<file path="src/rtl/core/imb_pkg.sv">
// ----------------------------------------------------------------------------
// imb_pkg
// shared types, constants and helpers of the imu bias calibrator
// ----------------------------------------------------------------------------
package imb_pkg;

    localparam int AXES     = 6;
    localparam int AXIS_IW  = $clog2(AXES);
    localparam int DATA_W   = 32;
    localparam int STAMP_W  = 64;
    localparam int CFG_W    = 16;

    // product of a q16.16 sample and a scale constant
    localparam int K_W      = 29;
    localparam int PROD_W   = DATA_W + K_W;
    // converted value at full width
    localparam int CONV_W   = 37;
    localparam int SAT_W    = 40;

    localparam int ACC_SHIFT  = 24;
    localparam int GYRO_SHIFT = 32;

    localparam int AXIS_AZ = 2;
    localparam int AXIS_GX = 3;

    localparam int COUNT_BITS_DEF = 16;
    localparam int QUEUE_DEPTH    = 2;

    localparam logic [CFG_W-1:0] SAMPLE_COUNT_RST = 16'd1000;
    localparam int GRAV_Q16 = 642689;

    // scale per axis: gravity q8.24 for accel, pi/180 q0.32 for gyro,
    // negative on the mirrored x and z axes
    localparam logic signed [K_W-1:0] AXIS_K [AXES] = '{
        -29'sd164528285, 29'sd164528285, -29'sd164528285,
        -29'sd74961321,  29'sd74961321,  -29'sd74961321
    };

    localparam logic FUNC_SAMPLE = 1'b0;
    localparam logic FUNC_START  = 1'b1;

    typedef struct packed {
        logic                          func;
        logic [AXES-1:0][CONV_W-1:0]   conv;
        logic [STAMP_W-1:0]            stamp;
    } imb_item_t;

    typedef enum logic [1:0] {
        ST_IDLE,
        ST_START,
        ST_WAIT,
        ST_OUT
    } imb_state_t;

    function automatic logic signed [DATA_W-1:0] sat32(input logic signed [SAT_W-1:0] v);
        logic signed [DATA_W-1:0] r;
        if ((v[SAT_W-1:DATA_W-1] == '0) || (v[SAT_W-1:DATA_W-1] == '1))
            r = v[DATA_W-1:0];
        else if (v[SAT_W-1])
            r = {1'b1, {(DATA_W-1){1'b0}}};
        else
            r = {1'b0, {(DATA_W-1){1'b1}}};
        return r;
    endfunction

endpackage

</file>
<file path="src/rtl/core/imb_queue.sv">
// ----------------------------------------------------------------------------
// imb_queue
// short fifo between the front and the back
// ----------------------------------------------------------------------------
module imb_queue (
    input  logic               clk,
    input  logic               rst_n,
    input  logic               push,
    input  imb_pkg::imb_item_t push_item,
    output logic               full,
    input  logic               pop,
    output imb_pkg::imb_item_t head,
    output logic               empty
);
    import imb_pkg::*;

    localparam int PTR_W = $clog2(QUEUE_DEPTH);
    localparam int CNT_W = $clog2(QUEUE_DEPTH + 1);

    imb_item_t         mem [QUEUE_DEPTH];
    logic [PTR_W-1:0]  wr_ptr_reg;
    logic [PTR_W-1:0]  rd_ptr_reg;
    logic [CNT_W-1:0]  count_reg;

    assign full  = (count_reg == CNT_W'(QUEUE_DEPTH));
    assign empty = (count_reg == '0);
    assign head  = mem[rd_ptr_reg];

    always_ff @(posedge clk or negedge rst_n)
    begin
        if (!rst_n)
        begin
            wr_ptr_reg <= '0;
            rd_ptr_reg <= '0;
            count_reg  <= '0;
        end
        else
        begin
            if (push)
                wr_ptr_reg <= (wr_ptr_reg == PTR_W'(QUEUE_DEPTH - 1)) ? '0
                              : PTR_W'(wr_ptr_reg + 1'b1);
            if (pop)
                rd_ptr_reg <= (rd_ptr_reg == PTR_W'(QUEUE_DEPTH - 1)) ? '0
                              : PTR_W'(rd_ptr_reg + 1'b1);
            if (push && !pop)
                count_reg <= CNT_W'(count_reg + 1'b1);
            else if (pop && !push)
                count_reg <= CNT_W'(count_reg - 1'b1);
        end
    end

    always_ff @(posedge clk)
    begin
        if (push)
            mem[wr_ptr_reg] <= push_item;
    end

endmodule

</file>
<file path="config.mk">
export PLATFORM = sky130hd
export DESIGN_NAME = imb_queue
export DESIGN_NICKNAME = d
export VERILOG_FILES = /design/src/rtl/core/imb_pkg.sv /design/src/rtl/core/imb_queue.sv
export SDC_FILE = /design/constraint.sdc
export NUM_CORES = 1
export LEC_CHECK = 0
export BUFFER_PORTS_ARGS = -buffer_cell sky130_fd_sc_hd__buf_2
export CORE_AREA = 2 2 225 227
export CTS_CLUSTER_SIZE = 40
export DETAILED_ROUTE_END_ITERATION = 8
export DIE_AREA = 0 0 227 229
export PLACE_DENSITY = 0.73
export SLEW_MARGIN = 20
export SYNTH_ARGS = -nofsm -noshare
export SYNTH_HDL_FRONTEND = slang
export SYNTH_SLANG_ARGS = --single-unit
export TNS_END_PERCENT = 10
</file>
<file path="constraint.sdc">
create_clock -name clk -period 13.05 [get_ports clk]
set_clock_uncertainty 0.2 [all_clocks]
set_input_delay 2.61 -clock clk [delete_from_list [all_inputs] [get_ports clk]]
set_output_delay 2.61 -clock clk [all_outputs]
set_load 0.005 [all_outputs]
</file>
* Yosys cells after proc, flatten, opt, wreduce, memory -nomap -nowiden
Memories as Yosys holds them, arrays and structs flattened. Cells that the tools add are included.
Storage, ports and cells: RAM bits 574, logic and storage cells 21, memories kept 1, input bits 291, register bits 4, output and inout bits 289
Memories:
- mem | depth 2, width 287, rd ports 1, clocked after Yosys merged registers in 0, write ports 1, line imb_queue.sv:20 | imb_item_t mem [QUEUE_DEPTH];
Operators by class: muxes and demuxes 6, equality and inequality tests 1, add/sub/neg operators 4, reductions and logical operators 6
Operators with widths (number):
- 1-bit two-way mux | 4
- 2-bit two-way mux | 2
- 1-bit adder, second input constant | 2
- 2-bit by 1-bit adder with 2-bit output, second input constant | 1
- 2-bit equality test, second input constant | 1
- 1-bit logical AND | 2
- 1-bit logical NOT | 2
- 2-bit logical NOT | 1
- 2-bit nonzero test | 1
- 2-bit by 1-bit subtractor with 2-bit output, second input constant | 1

* Logic depth before layout (Yosys ltp)
depth after elaboration 4, gate-level depth with buffers 5, gate-level depth less buffers 5

* Worst setup path after synthesis
Ideal clock, no wire load.
kind input to register, start input port push, end memory mem[0][0] (netlist bit), enable pin, buffers on the path 0, library setup time 0.975 ns, data required time 11.875 ns, slack -3.075 ns, stages 1, arrival 14.950 ns, cells stage by stage nor2b_1
On the way: word-level cells in the longest chain between the ends 2
RTL lines:
- start: declaration | line imb_queue.sv:8 | input logic push,
- 1-bit two-way mux | line imb_queue.sv:54 | if (push)
- 1-bit two-way mux (not written as such) | line imb_queue.sv:55 | mem[wr_ptr_reg] <= push_item;
- end: declaration | line imb_queue.sv:20
No other way between the ends.

==> summary.txt <==
Drt
  – Starting DRT DRC Count: ~630
  – Vias post-DR: about 11000
  – Final WL: approximately 46 mm
  – Routed Antenna Nets: 0
  – # DRC: 0
  – DR pass1 iterations: 4
  – WL/cell: 20.4 µm
  – Vias per cell: 4.80

Pwr
  – Power, Total: 5.78 mW
  – Cell-internal power: 4.25 mW
  – LEAKAGE: 10.7 nW
  – Sw frac: 26.6%
  – VDD IR max: 187 µV
  – Sequential share of power: 44.8%
  – Switch Pwr: 1.54 mW
  – Combinational Power Share: 28.5%
  – Pwr Density: 214 mW/mm²
  – Clock share of power: 26.7%

Worst hold path
  – Worst Hold Path EP: count_reg[1]
  – Hold Crit Start: count_reg[1]
  – Worst Hold Class: register to register
  – Hold path depth: 1

Yosys
  – Seq/Total Area, Yosys: 79.8%
  – Netlist Area Pre-Place: 0.0217 mm²
  – Gate Count Post-Synth: 909
  – Synth top area share: 79.3%
  – Unique masters post-synth: 13
  – Syn nets: 1201
  – Yosys warns: 0
  – Synth top area cells: edfxtp_1 (79%), mux2_4 (14%), mux2_2 (4.5%)
  – Yosys reg bits: 578
  – Largest area contributor in the netlist: edfxtp_1
  – Post-Syn Area per Cell: 23.9 µm²

Clock tree
  – Worst skew pair latency: 0.57 ns
  – Clk slew on worst S/H paths: ~0.06 ns
  – Clock Sinks: 578
  – Clock Path Buffers: 3
  – Root buffer selected by CTS: clkbuf_16
  – Post-CTS Setup Bufs: 0
  – CTS Buf Count: between 50 and 60
  – CTS resizes: 0
  – CTS HTree Levels: 2
  – TritonCTS clock tree: done
  – Cts hold-fix bufs: 0

Die
  – Row Count: 82
  – I/O pin total: 580
  – Starting Density: 43.8%
  – Die Height: 229 µm
  – Die Wd: 227 µm
  – Core Region: 0.0497 mm²
  – DIE AREA: a little over 0.05 mm²

Global route
  – GR Overflow Total: 0
  – Initial antenna violation count: 20
  – First-pass GRT wire length: 65.8 mm
  – Pin count of the biggest net entering global routing: 143
  – Most Used Layer, Global Route: met2
  – GRT Util Overall: 16.9%
  – Met2 Track Usage GR: 29.2%
  – Global Route met3 Usage: 5.45%
  – Vias in the first global route: 11000
  – Met1 global-route usage: 19.9%

Worst setup path
  – FF-to-FF End: mem[1][45]
  – Reg2reg start: wr_ptr_reg
  – R2R setup slack: 10.14 ns
  – R2R depth: 2
  – Critical Path RT: 10.24 ns
  – Crit Path Max Fanout: 137
  – Critical path class: register to output pin
  – Data arrival, critical path: 3.84 ns
  – CP Capture Type: output pin
  – Crit start category: register

Finish
  – Largest register FFs: 574
  – Commonest non-fill, non-tap cell in the layout: buf_2
  – Nets: 1814
  – Finished Layout Cells: 2249
  – Ratio of cells with drive above 1 in the final layout: 60.9%
  – Most frequent cells in the layout: buf_2 (579), edfxtp_1 (574), mux2_4 (201), mux2_2 (86), clkbuf_16 (57)
  – Area grow syn2layout: 24.5%
  – Post-route cell area: 0.0271 mm²
  – Fill count: ~3900
  – Layout Utilization: between 50% and 60%

Run
  – MaxCap Viol Count: 0

Place
  – Port Buf Inserts: between 500 and 600
  – Inst Count DP: 2136
  – GP Congestion: 0.855
  – Setup WS pre-CTS: 6.99 ns
  – DP Area: approximately 0.025 mm²
  – DP Wirelength: 31.4 mm

STA
  – Fin. max-slew vios: 0
  – Final Setup Violations: 0
  – Worst slew margin: 26.9%
  – Total negative slack: 0 ns
  – Worst slew pin tran: 1.10 ns
  – RSZ-0062 raised after global routing: false
  – Crit path time final: between 6 and 7 ns
  – Final worst path period share: 50.9%
  – Max Fclk: 150 MHz
  – Fin worst setup slack: 6.40 ns
  – Final hold slack: approximately 0.32 ns
  – Final Hold Fails: 0

Status
  – Status: complete, no violations
==> cells in the mapped netlist <==
cell      count
nor2_1        2
edfxtp_1    574
ha_1          1
and2_1        1
xor2_1        4
buf_2         6
inv_1         1
xnor2_1       1
dfrtp_1       4
mux2_2       86
nor2b_1       2
mux2_4      201
buf_6        26
==> layout make-up <==
| cell class | instances | area (µm²) | area share, % |
|---|---|---|---|
| antenna | 11 | 27.5 | 0.102 |
| clock buffer | 73 | 1490 | 5.49 |
| clock inverter | 29 | 277 | 1.02 |
| inverter | 1 | 3.75 | 0.0139 |
| multi-input combinational | 298 | 4080 | 15.1 |
| sequential | 578 | 17300 | 64.1 |
| tap | 672 | 841 | 3.11 |
| timing repair buffer | 587 | 3000 | 11.1 |
==> layer usage <==
| layer | vias to the layer above | share of wire [%] |
|---|---|---|
| met5 | - | 0.18 |
| met3 | 76 | 9.4 |
| li1 | 4886 | - |
| met2 | 481 | 50 |
| met4 | 14 | 2.2 |
| met1 | 5328 | 38 |
==> power by group through the flow <==
stage	combinational [mW]	clock [mW]	sequential, mW
2_1_floorplan	1.11	0	2.67
3_3_place_gp	1.66	0	2.61
3_5_place_dp	1.68	0	2.63
4_1_cts	1.68	1.58	2.59
5_1_grt	1.77	1.65	2.62
6_report	1.65	1.55	2.59
==> critical path: stages, from the launching register on <==
cell and delay [ns]:
dfrtp_4 0.92, buf_12 0.76, buf_4 0.88, mux2_4 0.36, buf_2 0.13
==> worst max path at each step <==
| stage | from | to | slack [ns] | cells past startpoint |
|---|---|---|---|---|
| after floorplan | push | mem[0][0] | 2.33 | 1 |
| after global placement | rd_ptr_reg | head[69] | 7.04 | 4 |
| after detailed placement | rd_ptr_reg | head[120] | 6.99 | 4 |
| after CTS | rd_ptr_reg | head[168] | 6.35 | 4 |
| after global routing | rd_ptr_reg | head[86] | 6.20 | 4 |
| final | rd_ptr_reg | head[142] | 6.40 | 4 |
==> logic make-up after synthesis <==
family,after synthesis,share of synthesized area [%]
xor+xnor,5,0.201
fa+ha+maj,1,0.0576
buf+inv,33,1.50
flops,578,79.8
mux,287,18.3
simple gates,5,0.121
No activity file was read; power rests on OpenSTA's default activity.
