[src/rtl/core/imb_pkg.sv]
// ----------------------------------------------------------------------------
// imb_pkg
// shared types, constants and helpers of the imu bias calibrator
// ----------------------------------------------------------------------------
package imb_pkg;

    localparam int AXES     = 6;
    localparam int AXIS_IW  = $clog2(AXES);
    localparam int DATA_W   = 32;
    localparam int STAMP_W  = 64;
    localparam int CFG_W    = 16;

    // product of a q16.16 sample and a scale constant
    localparam int K_W      = 29;
    localparam int PROD_W   = DATA_W + K_W;
    // converted value at full width
    localparam int CONV_W   = 37;
    localparam int SAT_W    = 40;

    localparam int ACC_SHIFT  = 24;
    localparam int GYRO_SHIFT = 32;

    localparam int AXIS_AZ = 2;
    localparam int AXIS_GX = 3;

    localparam int COUNT_BITS_DEF = 16;
    localparam int QUEUE_DEPTH    = 2;

    localparam logic [CFG_W-1:0] SAMPLE_COUNT_RST = 16'd1000;
    localparam int GRAV_Q16 = 642689;

    // scale per axis: gravity q8.24 for accel, pi/180 q0.32 for gyro,
    // negative on the mirrored x and z axes
    localparam logic signed [K_W-1:0] AXIS_K [AXES] = '{
        -29'sd164528285, 29'sd164528285, -29'sd164528285,
        -29'sd74961321,  29'sd74961321,  -29'sd74961321
    };

    localparam logic FUNC_SAMPLE = 1'b0;
    localparam logic FUNC_START  = 1'b1;

    typedef struct packed {
        logic                          func;
        logic [AXES-1:0][CONV_W-1:0]   conv;
        logic [STAMP_W-1:0]            stamp;
    } imb_item_t;

    typedef enum logic [1:0] {
        ST_IDLE,
        ST_START,
        ST_WAIT,
        ST_OUT
    } imb_state_t;

    function automatic logic signed [DATA_W-1:0] sat32(input logic signed [SAT_W-1:0] v);
        logic signed [DATA_W-1:0] r;
        if ((v[SAT_W-1:DATA_W-1] == '0) || (v[SAT_W-1:DATA_W-1] == '1))
            r = v[DATA_W-1:0];
        else if (v[SAT_W-1])
            r = {1'b1, {(DATA_W-1){1'b0}}};
        else
            r = {1'b0, {(DATA_W-1){1'b1}}};
        return r;
    endfunction

endpackage

[src/rtl/core/imb_div.sv]
// ----------------------------------------------------------------------------
// imb_div
// restoring unsigned divider, one quotient bit per cycle
// ----------------------------------------------------------------------------
module imb_div #(
    parameter int SUM_W = 48,
    parameter int DIV_W = 16
) (
    input  logic             clk,
    input  logic             rst_n,
    input  logic             start,
    input  logic [SUM_W-1:0] dividend,
    input  logic [DIV_W-1:0] divisor,
    output logic             done,
    output logic [SUM_W-1:0] quotient
);
    localparam int CNT_W = $clog2(SUM_W + 1);

    logic [SUM_W-1:0] quo_reg;
    logic [DIV_W-1:0] rem_reg;
    logic [DIV_W-1:0] den_reg;
    logic [CNT_W-1:0] cnt_reg;
    logic             busy_reg;
    logic             done_reg;

    logic [DIV_W:0]   rem_shift;
    logic             fits;

    assign rem_shift = {rem_reg, quo_reg[SUM_W-1]};
    assign fits      = (rem_shift >= {1'b0, den_reg});
    assign done      = done_reg;
    assign quotient  = quo_reg;

    always_ff @(posedge clk or negedge rst_n)
    begin
        if (!rst_n)
        begin
            busy_reg <= 1'b0;
            done_reg <= 1'b0;
            cnt_reg  <= '0;
        end
        else
        begin
            done_reg <= 1'b0;
            if (start)
            begin
                busy_reg <= 1'b1;
                cnt_reg  <= CNT_W'(SUM_W);
            end
            else if (busy_reg)
            begin
                cnt_reg <= CNT_W'(cnt_reg - 1'b1);
                if (cnt_reg == CNT_W'(1))
                begin
                    busy_reg <= 1'b0;
                    done_reg <= 1'b1;
                end
            end
        end
    end

    always_ff @(posedge clk)
    begin
        if (start)
        begin
            quo_reg <= dividend;
            rem_reg <= '0;
            den_reg <= divisor;
        end
        else if (busy_reg)
        begin
            quo_reg <= {quo_reg[SUM_W-2:0], fits};
            rem_reg <= fits ? DIV_W'(rem_shift - {1'b0, den_reg}) : rem_shift[DIV_W-1:0];
        end
    end

endmodule

[src/rtl/core/imb_back.sv]
// ----------------------------------------------------------------------------
// imb_back
// calibration control, bias averaging and bias subtraction with output stage
// ----------------------------------------------------------------------------
module imb_back #(
    parameter int COUNT_BITS = imb_pkg::COUNT_BITS_DEF
) (
    input  logic                                          clk,
    input  logic                                          rst_n,
    input  logic                                          cfg_wr,
    input  logic [imb_pkg::CFG_W-1:0]                     cfg_data,
    input  imb_pkg::imb_item_t                            head,
    input  logic                                          q_empty,
    output logic                                          pop,
    output logic                                          out_valid,
    input  logic                                          out_ready,
    output logic [imb_pkg::AXES-1:0][imb_pkg::DATA_W-1:0] out_data,
    output logic [imb_pkg::STAMP_W-1:0]                   out_stamp,
    output logic                                          out_calibrating,
    output logic                                          out_updated
);
    import imb_pkg::*;

    localparam int SUM_W  = DATA_W + COUNT_BITS;
    localparam int CMP_W  = (COUNT_BITS > CFG_W) ? COUNT_BITS : CFG_W;
    localparam int BIAS_W = DATA_W + 2;

    imb_state_t                 state_reg, state_next;
    logic                       calib_reg, calib_next;
    logic [COUNT_BITS-1:0]      taken_reg;
    logic [CFG_W-1:0]           sample_count_reg;
    logic signed [SUM_W-1:0]    sum_reg [AXES];
    logic signed [DATA_W-1:0]   bias_reg [AXES];
    logic [AXIS_IW-1:0]         axis_reg, axis_next;

    logic                       out_valid_reg;
    logic [AXES-1:0][DATA_W-1:0] out_data_reg;
    logic [STAMP_W-1:0]         out_stamp_reg;
    logic                       out_cal_reg;
    logic                       out_upd_reg;

    logic                       out_free;
    logic                       can_acc;
    logic                       out_load;
    logic                       out_cal;
    logic                       out_upd;
    logic                       acc_en;
    logic                       clear_en;
    logic                       div_start;
    logic                       bias_wr;

    logic signed [SUM_W-1:0]    sum_sel;
    logic [SUM_W-1:0]           sum_mag;
    logic [SUM_W-1:0]           dividend;
    logic                       div_done;
    logic [SUM_W-1:0]           quotient;
    logic signed [BIAS_W-1:0]   q_mag;
    logic signed [BIAS_W-1:0]   bias_raw;
    logic signed [BIAS_W-1:0]   bias_adj;
    logic signed [DATA_W-1:0]   bias_new;
    logic [AXES-1:0][DATA_W-1:0] corr;

    assign out_free = !out_valid_reg || out_ready;
    assign can_acc  = (CMP_W'(taken_reg) < CMP_W'(sample_count_reg)) && !(&taken_reg);

    // divider operands: magnitude of the sum plus half the count
    assign sum_sel  = sum_reg[axis_reg];
    assign sum_mag  = sum_sel[SUM_W-1] ? SUM_W'(-sum_sel) : SUM_W'(sum_sel);
    assign dividend = SUM_W'(sum_mag + SUM_W'(taken_reg >> 1));

    imb_div #(
        .SUM_W (SUM_W),
        .DIV_W (COUNT_BITS)
    ) u_div (
        .clk      (clk),
        .rst_n    (rst_n),
        .start    (div_start),
        .dividend (dividend),
        .divisor  (taken_reg),
        .done     (div_done),
        .quotient (quotient)
    );

    // signed mean, gravity removed from z accel
    always_comb
    begin
        q_mag    = BIAS_W'({1'b0, quotient[DATA_W:0]});
        bias_raw = sum_sel[SUM_W-1] ? -q_mag : q_mag;
        bias_adj = bias_raw;
        if (axis_reg == AXIS_IW'(AXIS_AZ))
        begin
            if (bias_raw > 0)
                bias_adj = bias_raw - BIAS_W'(GRAV_Q16);
            else if (bias_raw < 0)
                bias_adj = bias_raw + BIAS_W'(GRAV_Q16);
        end
        bias_new = sat32(SAT_W'(bias_adj));
    end

    always_comb
    begin
        for (int i = 0; i < AXES; i++)
            corr[i] = sat32(SAT_W'($signed(head.conv[i])) - SAT_W'(bias_reg[i]));
    end

    always_comb
    begin
        state_next = state_reg;
        calib_next = calib_reg;
        axis_next  = axis_reg;
        pop        = 1'b0;
        out_load   = 1'b0;
        out_cal    = 1'b0;
        out_upd    = 1'b0;
        acc_en     = 1'b0;
        clear_en   = 1'b0;
        div_start  = 1'b0;
        bias_wr    = 1'b0;
        unique case (state_reg)
            ST_IDLE:
            begin
                if (!q_empty)
                begin
                    if (head.func == FUNC_START)
                    begin
                        pop        = 1'b1;
                        clear_en   = 1'b1;
                        calib_next = 1'b1;
                    end
                    else if (out_free)
                    begin
                        if (calib_reg && can_acc)
                        begin
                            acc_en   = 1'b1;
                            pop      = 1'b1;
                            out_load = 1'b1;
                            out_cal  = 1'b1;
                        end
                        else if (calib_reg && (taken_reg != '0))
                        begin
                            calib_next = 1'b0;
                            axis_next  = '0;
                            state_next = ST_START;
                        end
                        else
                        begin
                            calib_next = 1'b0;
                            pop        = 1'b1;
                            out_load   = 1'b1;
                        end
                    end
                end
            end
            ST_START:
            begin
                div_start  = 1'b1;
                state_next = ST_WAIT;
            end
            ST_WAIT:
            begin
                if (div_done)
                begin
                    bias_wr = 1'b1;
                    if (axis_reg == AXIS_IW'(AXES - 1))
                        state_next = ST_OUT;
                    else
                    begin
                        axis_next  = AXIS_IW'(axis_reg + 1'b1);
                        state_next = ST_START;
                    end
                end
            end
            ST_OUT:
            begin
                if (out_free)
                begin
                    pop        = 1'b1;
                    out_load   = 1'b1;
                    out_upd    = 1'b1;
                    state_next = ST_IDLE;
                end
            end
            default:
            begin
                state_next = ST_IDLE;
            end
        endcase
    end

    always_ff @(posedge clk or negedge rst_n)
    begin
        if (!rst_n)
        begin
            state_reg        <= ST_IDLE;
            calib_reg        <= 1'b0;
            axis_reg         <= '0;
            taken_reg        <= '0;
            sample_count_reg <= SAMPLE_COUNT_RST;
            out_valid_reg    <= 1'b0;
            for (int i = 0; i < AXES; i++)
            begin
                sum_reg[i]  <= '0;
                bias_reg[i] <= '0;
            end
        end
        else
        begin
            state_reg     <= state_next;
            calib_reg     <= calib_next;
            axis_reg      <= axis_next;
            out_valid_reg <= out_load || (out_valid_reg && !out_ready);
            if (cfg_wr)
                sample_count_reg <= cfg_data;
            if (clear_en)
            begin
                taken_reg <= '0;
                for (int i = 0; i < AXES; i++)
                    sum_reg[i] <= '0;
            end
            else if (acc_en)
            begin
                taken_reg <= COUNT_BITS'(taken_reg + 1'b1);
                for (int i = 0; i < AXES; i++)
                    sum_reg[i] <= sum_reg[i]
                        + SUM_W'(sat32(SAT_W'($signed(head.conv[i]))));
            end
            if (bias_wr)
                bias_reg[axis_reg] <= bias_new;
        end
    end

    always_ff @(posedge clk)
    begin
        if (out_load)
        begin
            out_data_reg  <= corr;
            out_stamp_reg <= head.stamp;
            out_cal_reg   <= out_cal;
            out_upd_reg   <= out_upd;
        end
    end

    assign out_valid       = out_valid_reg;
    assign out_data        = out_data_reg;
    assign out_stamp       = out_stamp_reg;
    assign out_calibrating = out_cal_reg;
    assign out_updated     = out_upd_reg;

endmodule

[config.mk]
export PLATFORM = sky130hd
export DESIGN_NAME = imb_back
export DESIGN_NICKNAME = d
export VERILOG_FILES = /design/src/rtl/core/imb_pkg.sv /design/src/rtl/core/imb_div.sv /design/src/rtl/core/imb_back.sv
export SDC_FILE = /design/constraint.sdc
export NUM_CORES = 2
export LEC_CHECK = 0
export BUFFER_PORTS_ARGS = -buffer_cell sky130_fd_sc_hd__buf_4
export CAP_MARGIN = 20
export CORE_ASPECT_RATIO = 1.5
export CORE_UTILIZATION = 55
export CTS_CLUSTER_DIAMETER = 150
export CTS_CLUSTER_SIZE = 14
export DETAILED_ROUTE_END_ITERATION = 8
export HOLD_SLACK_MARGIN = 0.08
export MAX_ROUTING_LAYER = met4
export PLACE_DENSITY_LB_ADDON = 0.08
export SLEW_MARGIN = 20
export SYNTH_ARGS = -nofsm -noshare
export SYNTH_HDL_FRONTEND = slang
export SYNTH_SLANG_ARGS = --single-unit
[constraint.sdc]
create_clock -name clk -period 9.4 [get_ports clk]
set_input_delay 0.94 -clock clk [delete_from_list [all_inputs] [get_ports clk]]
set_output_delay 0.94 -clock clk [all_outputs]
set_load 0.1 [all_outputs]
## Yosys cells after proc, flatten, opt, wreduce, memory -nomap -nowiden

Index checks and enable logic that the tools add are counted.

- Register bits: 865
- Bits of input ports: 308
- Output and inout port bits: 260

- Add/sub/neg operators: 21
- Order comparisons: 6
- Eq/ne operators: 28
- Mux-type cells: 105
- Bitwise logic cells: 2
- Reductions and logical operators: 46

Operator list:

| operator | number |
|---|---|
| $mux W32 | 39 |
| $mux W288 | 2 |
| $add A48 B32 Y48 | 6 |
| $mux W48 | 5 |
| $sub A37 B32 Y38 | 6 |
| $bwmux W192 | 1 |
| $bmux W48 S3 | 1 |
| $mux W34 | 4 |
| $eq A9 B9 Y1 const B | 13 |
| $logic_not A9 Y1 | 13 |
| $demux W32 S3 | 1 |
| $add A48 B15 Y48 | 1 |
| $mux W16 | 3 |
| $neg A48 Y48 | 1 |
| $add A34 B21 Y34 const B | 1 |
| $gt A34 B1 Y1 const B | 1 |
| $lt A34 B1 Y1 const B | 1 |
| $neg A33 Y34 | 1 |
| $sub A34 B21 Y34 const B | 1 |
| $mux W1 | 28 |
| $mux W3 | 7 |
| $ge A17 B16 Y1 | 1 |
| $add A16 B1 Y16 const B | 1 |
| $lt A16 B16 Y1 | 1 |
| other kinds (29) | 69 |

## Longest topological paths before layout

- Depth after elaboration: 14
- Depth in mapped cells: 28
- Gate-level depth less buffers: 21

## Cells and area by module

A second synthesis with hierarchy kept.

- Cells, all modules: 8177
- Area, all modules: 71823.9 um2

Modules (own cells, without submodules):

| module | instances | cells an instance | area an instance (um2) | sequential area each (um2) |
|---|---|---|---|---|
| imb_back | 1 | 7836 | 67492.2 | 20742.4 |
| imb_div | 1 | 341 | 4331.7 | 2442.3 |

## Least setup slack after synthesis

No wires, ideal clock.

- Kind: register -> register
- From: register taken_reg[1]
- To: register out_cal_reg (netlist: out_calibrating) (enable)
- Library setup time: 609 ps
- Arrival: 7012 ps
- Required time: 8791 ps
- Path slack: 1779 ps
- Cell stages (with the launch flop): 14
- Path buffers: 0
- Period minus slack after synthesis: 7621 ps
- Path through: dfrtp_1 -> ha_1 -> a21o_1 -> a21o_1 -> a21o_1 -> a21o_1 -> a21oi_1 -> o21ai_0 -> nand3_1 -> nand2_1 -> nand3_1 -> nand2_1 -> a21o_1 -> inv_1

- Cells in the longest elaborated chain, start to end: 9

Ends and longest elaborated chain:

| element | RTL line | text |
|---|---|---|
| start: declaration | imb_back.sv:30 | `logic [COUNT_BITS-1:0] taken_reg;` |
| start signal: assignment | imb_back.sv:222 | `taken_reg <= COUNT_BITS'(taken_reg + 1'b1);` |
| parallel branches: the longest is 4 deep, another holds $lt A16 B16 Y1 | - |  |
| $mux W1 (*) | imb_back.sv:132 | `if (calib_reg && can_acc)` |
| $mux W1 (*) | imb_back.sv:130 | `else if (out_free)` |
| $mux W1 (*) | imb_back.sv:124 | `if (head.func == FUNC_START)` |
| $mux W1 (*) | imb_back.sv:122 | `if (!q_empty)` |
| $pmux W1 S2 (*) | imb_back.sv:119 | `unique case (state_reg)` |
| net out_load | imb_back.sv:44 | `logic out_load;` |
| end signal: assignment | imb_back.sv:238 | `out_cal_reg <= out_cal;` |
| end: declaration | imb_back.sv:39 | `logic out_cal_reg;` |

Mark *: on every way through the listed nets, which the timed path passes.
A chain may end at the register's enable or synchronous reset.

## Worst setup path after layout

- From: register axis_reg[1]
- To: register u_div.quo_reg[36] (netlist: u_div.quotient[36]) (data pin)

- Cells in the longest elaborated chain, start to end: 8

Ends and longest elaborated chain:

| element | RTL line | text |
|---|---|---|
| start: declaration | imb_back.sv:34 | `logic [AXIS_IW-1:0] axis_reg, axis_next;` |
| start signal: assignment | imb_back.sv:210 | `axis_reg <= axis_next;` |
| $not A3 Y4 (not written as such) (*) | imb_back.sv:67 | `assign sum_sel = sum_reg[axis_reg];` |
| $bmux W48 S3 (*) | imb_back.sv:67 |  |
| $mux W48 (not written as such) (*) (2 in a row) | imb_back.sv:67 |  |
| $neg A48 Y48 | imb_back.sv:68 | `assign sum_mag = sum_sel[SUM_W-1] ? SUM_W'(-sum_sel) : SUM_W'(sum_sel);` |
| $mux W48 (*) | imb_back.sv:68 |  |
| $add A48 B15 Y48 (*) | imb_back.sv:69 | `assign dividend = SUM_W'(sum_mag + SUM_W'(taken_reg >> 1));` |
| $mux W48 (*) | imb_div.sv:64 | `if (start)` |
| end signal: assignment | imb_div.sv:66 | `quo_reg <= dividend;` |
| end signal: assignment | imb_div.sv:72 | `quo_reg <= {quo_reg[SUM_W-2:0], fits};` |
| end: declaration | imb_div.sv:19 | `logic [SUM_W-1:0] quo_reg;` |

Every way passes the cells marked *; elsewhere a longest branch is shown, timed or not. The select of a mux whose other input is x is not followed.

==> results_dict.tcl <==
set metrics [dict create \
    status "complete, no violations" \
    postCtsSetupBuffers 0 \
    seqPwrFrac_pct 26.1 \
    arrival_ps 7600 \
    grt_pass1_wl_um 377000 \
    drtIter0Drc 5366 \
    slew_violations 0 \
    setup_ws_ps 2220 \
    syn_area_per_cell_um2 8.76 \
    yosysSeqAreaShare_pct 33.4 \
    startpoint_type "register" \
    worst_ep_required_time_ps 9820 \
    ys_seq_elements 865 \
    hold_buffers 0 \
    core_um2 125000 \
    clock_latency_ps 710 \
    critPathSlowestCell "dfrtp_4" \
    viasPerCell 6.46 \
    numCtsBuffers 71 \
    cellPowerDensity_nw_per_um2 320 \
    synth_top_area_share_pct 18.8 \
    vias 64200 \
    critical_path.cell_chain "buf_4 -> inv_1 -> a211oi_1 -> nand3_1 -> nand2_1 -> xor2_1 -> ha_1 -> inv_1 -> o21bai_1 -> a2111oi_0 -> o41ai_1 -> a31oi_1 -> a21oi_1 -> a21oi_1 -> a2111o_1 -> nor3_1 -> and2_1 -> or3b_1 -> xnor2_1 -> a21oi_1" \
    cpPeakStageDelay_ps 950 \
    p_leak_nw 34.2 \
    hp-class "in -> async" \
    total_power_mw 24.6 \
    track_usage_pct 40.4 \
    cp-end-kind "register" \
    crit_buf_inv 3 \
    die_h_um 437 \
    fin_skew_ps 29.0 \
    fin_nets 9155 \
    power.switching_mw 13.4 \
    dp_slack_ps 2360 \
    period_minus_slack_ps 7180 \
    postRouteAntennaNets 0 \
    cts_tree "yes" \
    grt_max_degree 276 \
    final-hold-violation-count 0 \
    synth_nets 8805 \
    synth_cells 7916 \
    cts_max_level 3 \
    start_util_pct 55.4 \
    dpl.hpwl_um 204000 \
    ctsResizeCount 0 \
    r2r_cells 20 \
    die_area_um2 128000 \
    crit_family "compound AO/OA/AOI/OAI gates" \
    async_flop_share_pct 60.9 \
    rsz0062_at_grt "no" \
    path_clk_slew_ps 80 \
    power.share.combinational_pct 61.9 \
    antenna_found_initial 12 \
    synth-edff-count 322 \
    path_max_fanout 57 \
    fp.dieW_um 292 \
    largest_reg_flops 288 \
    ys.flop_type "dfrtp_1" \
    io_buffers 567 \
    yosysTopAreaCell "dfrtp_1" \
    synth_common_cells "630 x o21ai_0, 571 x a21oi_1, 567 x ha_1, 553 x nand2_1, 543 x a21o_1" \
    syn-cell-area_um2 69300 \
    wl_per_cell_um 25.9 \
    yosys_warnings 0 \
    path_class "reg -> reg" \
    cts_sinks 865 \
    fmax_mhz 139 \
    gp_congestion 1.04 \
    drive_gt1_share_pct 11.7 \
    cts-root-buf "clkbuf_16" \
    p_int_mw 11.2 \
    p_clk_share_pct 12.0 \
    ys_types 113 \
    cp_common_cell "a21oi_1" \
    areaGrowthSynthToFinish_pct 11.1 \
    ios 568 \
    synth_most_common_cell "o21ai_0" \
    wl_um 257000 \
    grt_overflow 0 \
    switching_share_pct 54.4 \
    path_depth 20 \
    drv_cap 0 \
    synthTopCellsByArea "dfrtp_1 19%, edfxtp_1 14%, ha_1 10%" \
    clockBufferDepth 3 \
    fin_tns_setup_ps 0 \
    drcViolationCount 0 \
    slew_headroom_pct 22.4 \
    setup_viol 0 \
    grt_pass1_vias 60700 \
    tightestPinTransition_ps 1160 \
    placement_rows 159 \
    post-route-period-util_pct 76.4 \
    peakVddDrop_mv 0.314 \
    first_pass_iters 6 \
]
[cells by family (layout without fill, tap and decap cells)]
kind of cell             after synthesis  count (layout)  synth area share [%]
flip-flops                           865             865                  33.4
other                                  0              12                     0
buffers and inverters                790            1181                  4.49
adder cells (fa/ha/maj)              581             581                  10.6
AO/OA/AOI/OAI                       2732            2732                  25.3
XOR/XNOR                             599             599                  7.62
AND/OR/NAND/NOR                     2178            2178                  15.7
multiplexers                         171             171                  2.86
[path summary, 6_finish.rpt]
kind	startpoint	end	slack [ps]
hold reg to reg	u_div.rem_reg[12]	u_div.rem_reg[12]	480
setup reg to reg	axis_reg[1]	u_div.quotient[36]	2220
setup / recovery	axis_reg[1]	u_div.quotient[36]	2220
max in group asynchronous	rst_n	bias_reg[189]	6950
min in group clk	head[20]	out_stamp[20]	420
hold / removal	rst_n	u_div.done	240
[through the flow]
stage	std cells	utilization [%]	hold slack, ps	instance area, µm²
after floorplan	7916	-	438	69300
after global placement	9803	59.9	457	74900
after detailed placement	9803	59.9	472	74900
after CTS	9917	61.5	274	77000
after global routing	9925	61.5	304	77000
final	9929	61.5	239	77000
[power groups by stage]
| stage | clock [mW] | sequential, mW | combinational [mW] |
|---|---|---|---|
| 3_3_place_gp | 0 | 6.43 | 14.7 |
| 6_report | 2.96 | 6.43 | 15.2 |
| 5_1_grt | 3.10 | 6.44 | 16.1 |
| 4_1_cts | 2.99 | 6.37 | 15.0 |
| 2_1_floorplan | 0 | 7.52 | 8.86 |
| 3_5_place_dp | 0 | 6.44 | 14.9 |
[layout by cell type, fill, tap and decap left out, types with 72 or more instances in the layout]
cell       netlist  routed
dfrtp_1        521     519
inv_1          417     416
o21ai_0        630     629
ha_1           567     566
mux2i_1         86      85
clkbuf_16        0      72
buf_4            5     644
nor2b_1         87      86
a31oi_1         75      73
a21o_1         543     543
xor2_1         246     246
nand3_1        422     420
edfxtp_1       322     322
a21oi_1        571     570
nand2_1        553     552
o21bai_1        82      82
and3_1          78      78
nand4_1         81      81
o21a_1         119     119
nand2b_1       118     118
nor3_1         136     135
o21ai_1        154     148
xnor2_1        350     350
nor2_1         410     405
[cell type report]
class,instances,area [µm²]
antenna,12,30.0
clock buffer,108,1940
clock inverter,6,98.8
fill,10900,48100
inverter,417,1570
multi-input combinational,6261,43200
sequential,865,23200
tap,1610,2010
timing repair buffer,650,4950
[metal layers]
| layer | wire length (µm) | vias to the layer above | global-route usage, % | share of wire (%) |
|---|---|---|---|---|
| li1 | - | 29800 | - | - |
| met1 | 96900 | 31100 | 45.8 | 38 |
| met2 | 122000 | 2648 | 65.6 | 47 |
| met3 | 17300 | 668 | 5.72 | 6.7 |
| met4 | 21500 | 0 | 28.6 | 8.4 |
| met5 | 0 | - | - | 0 |
(Power assumes the default switching activity.)
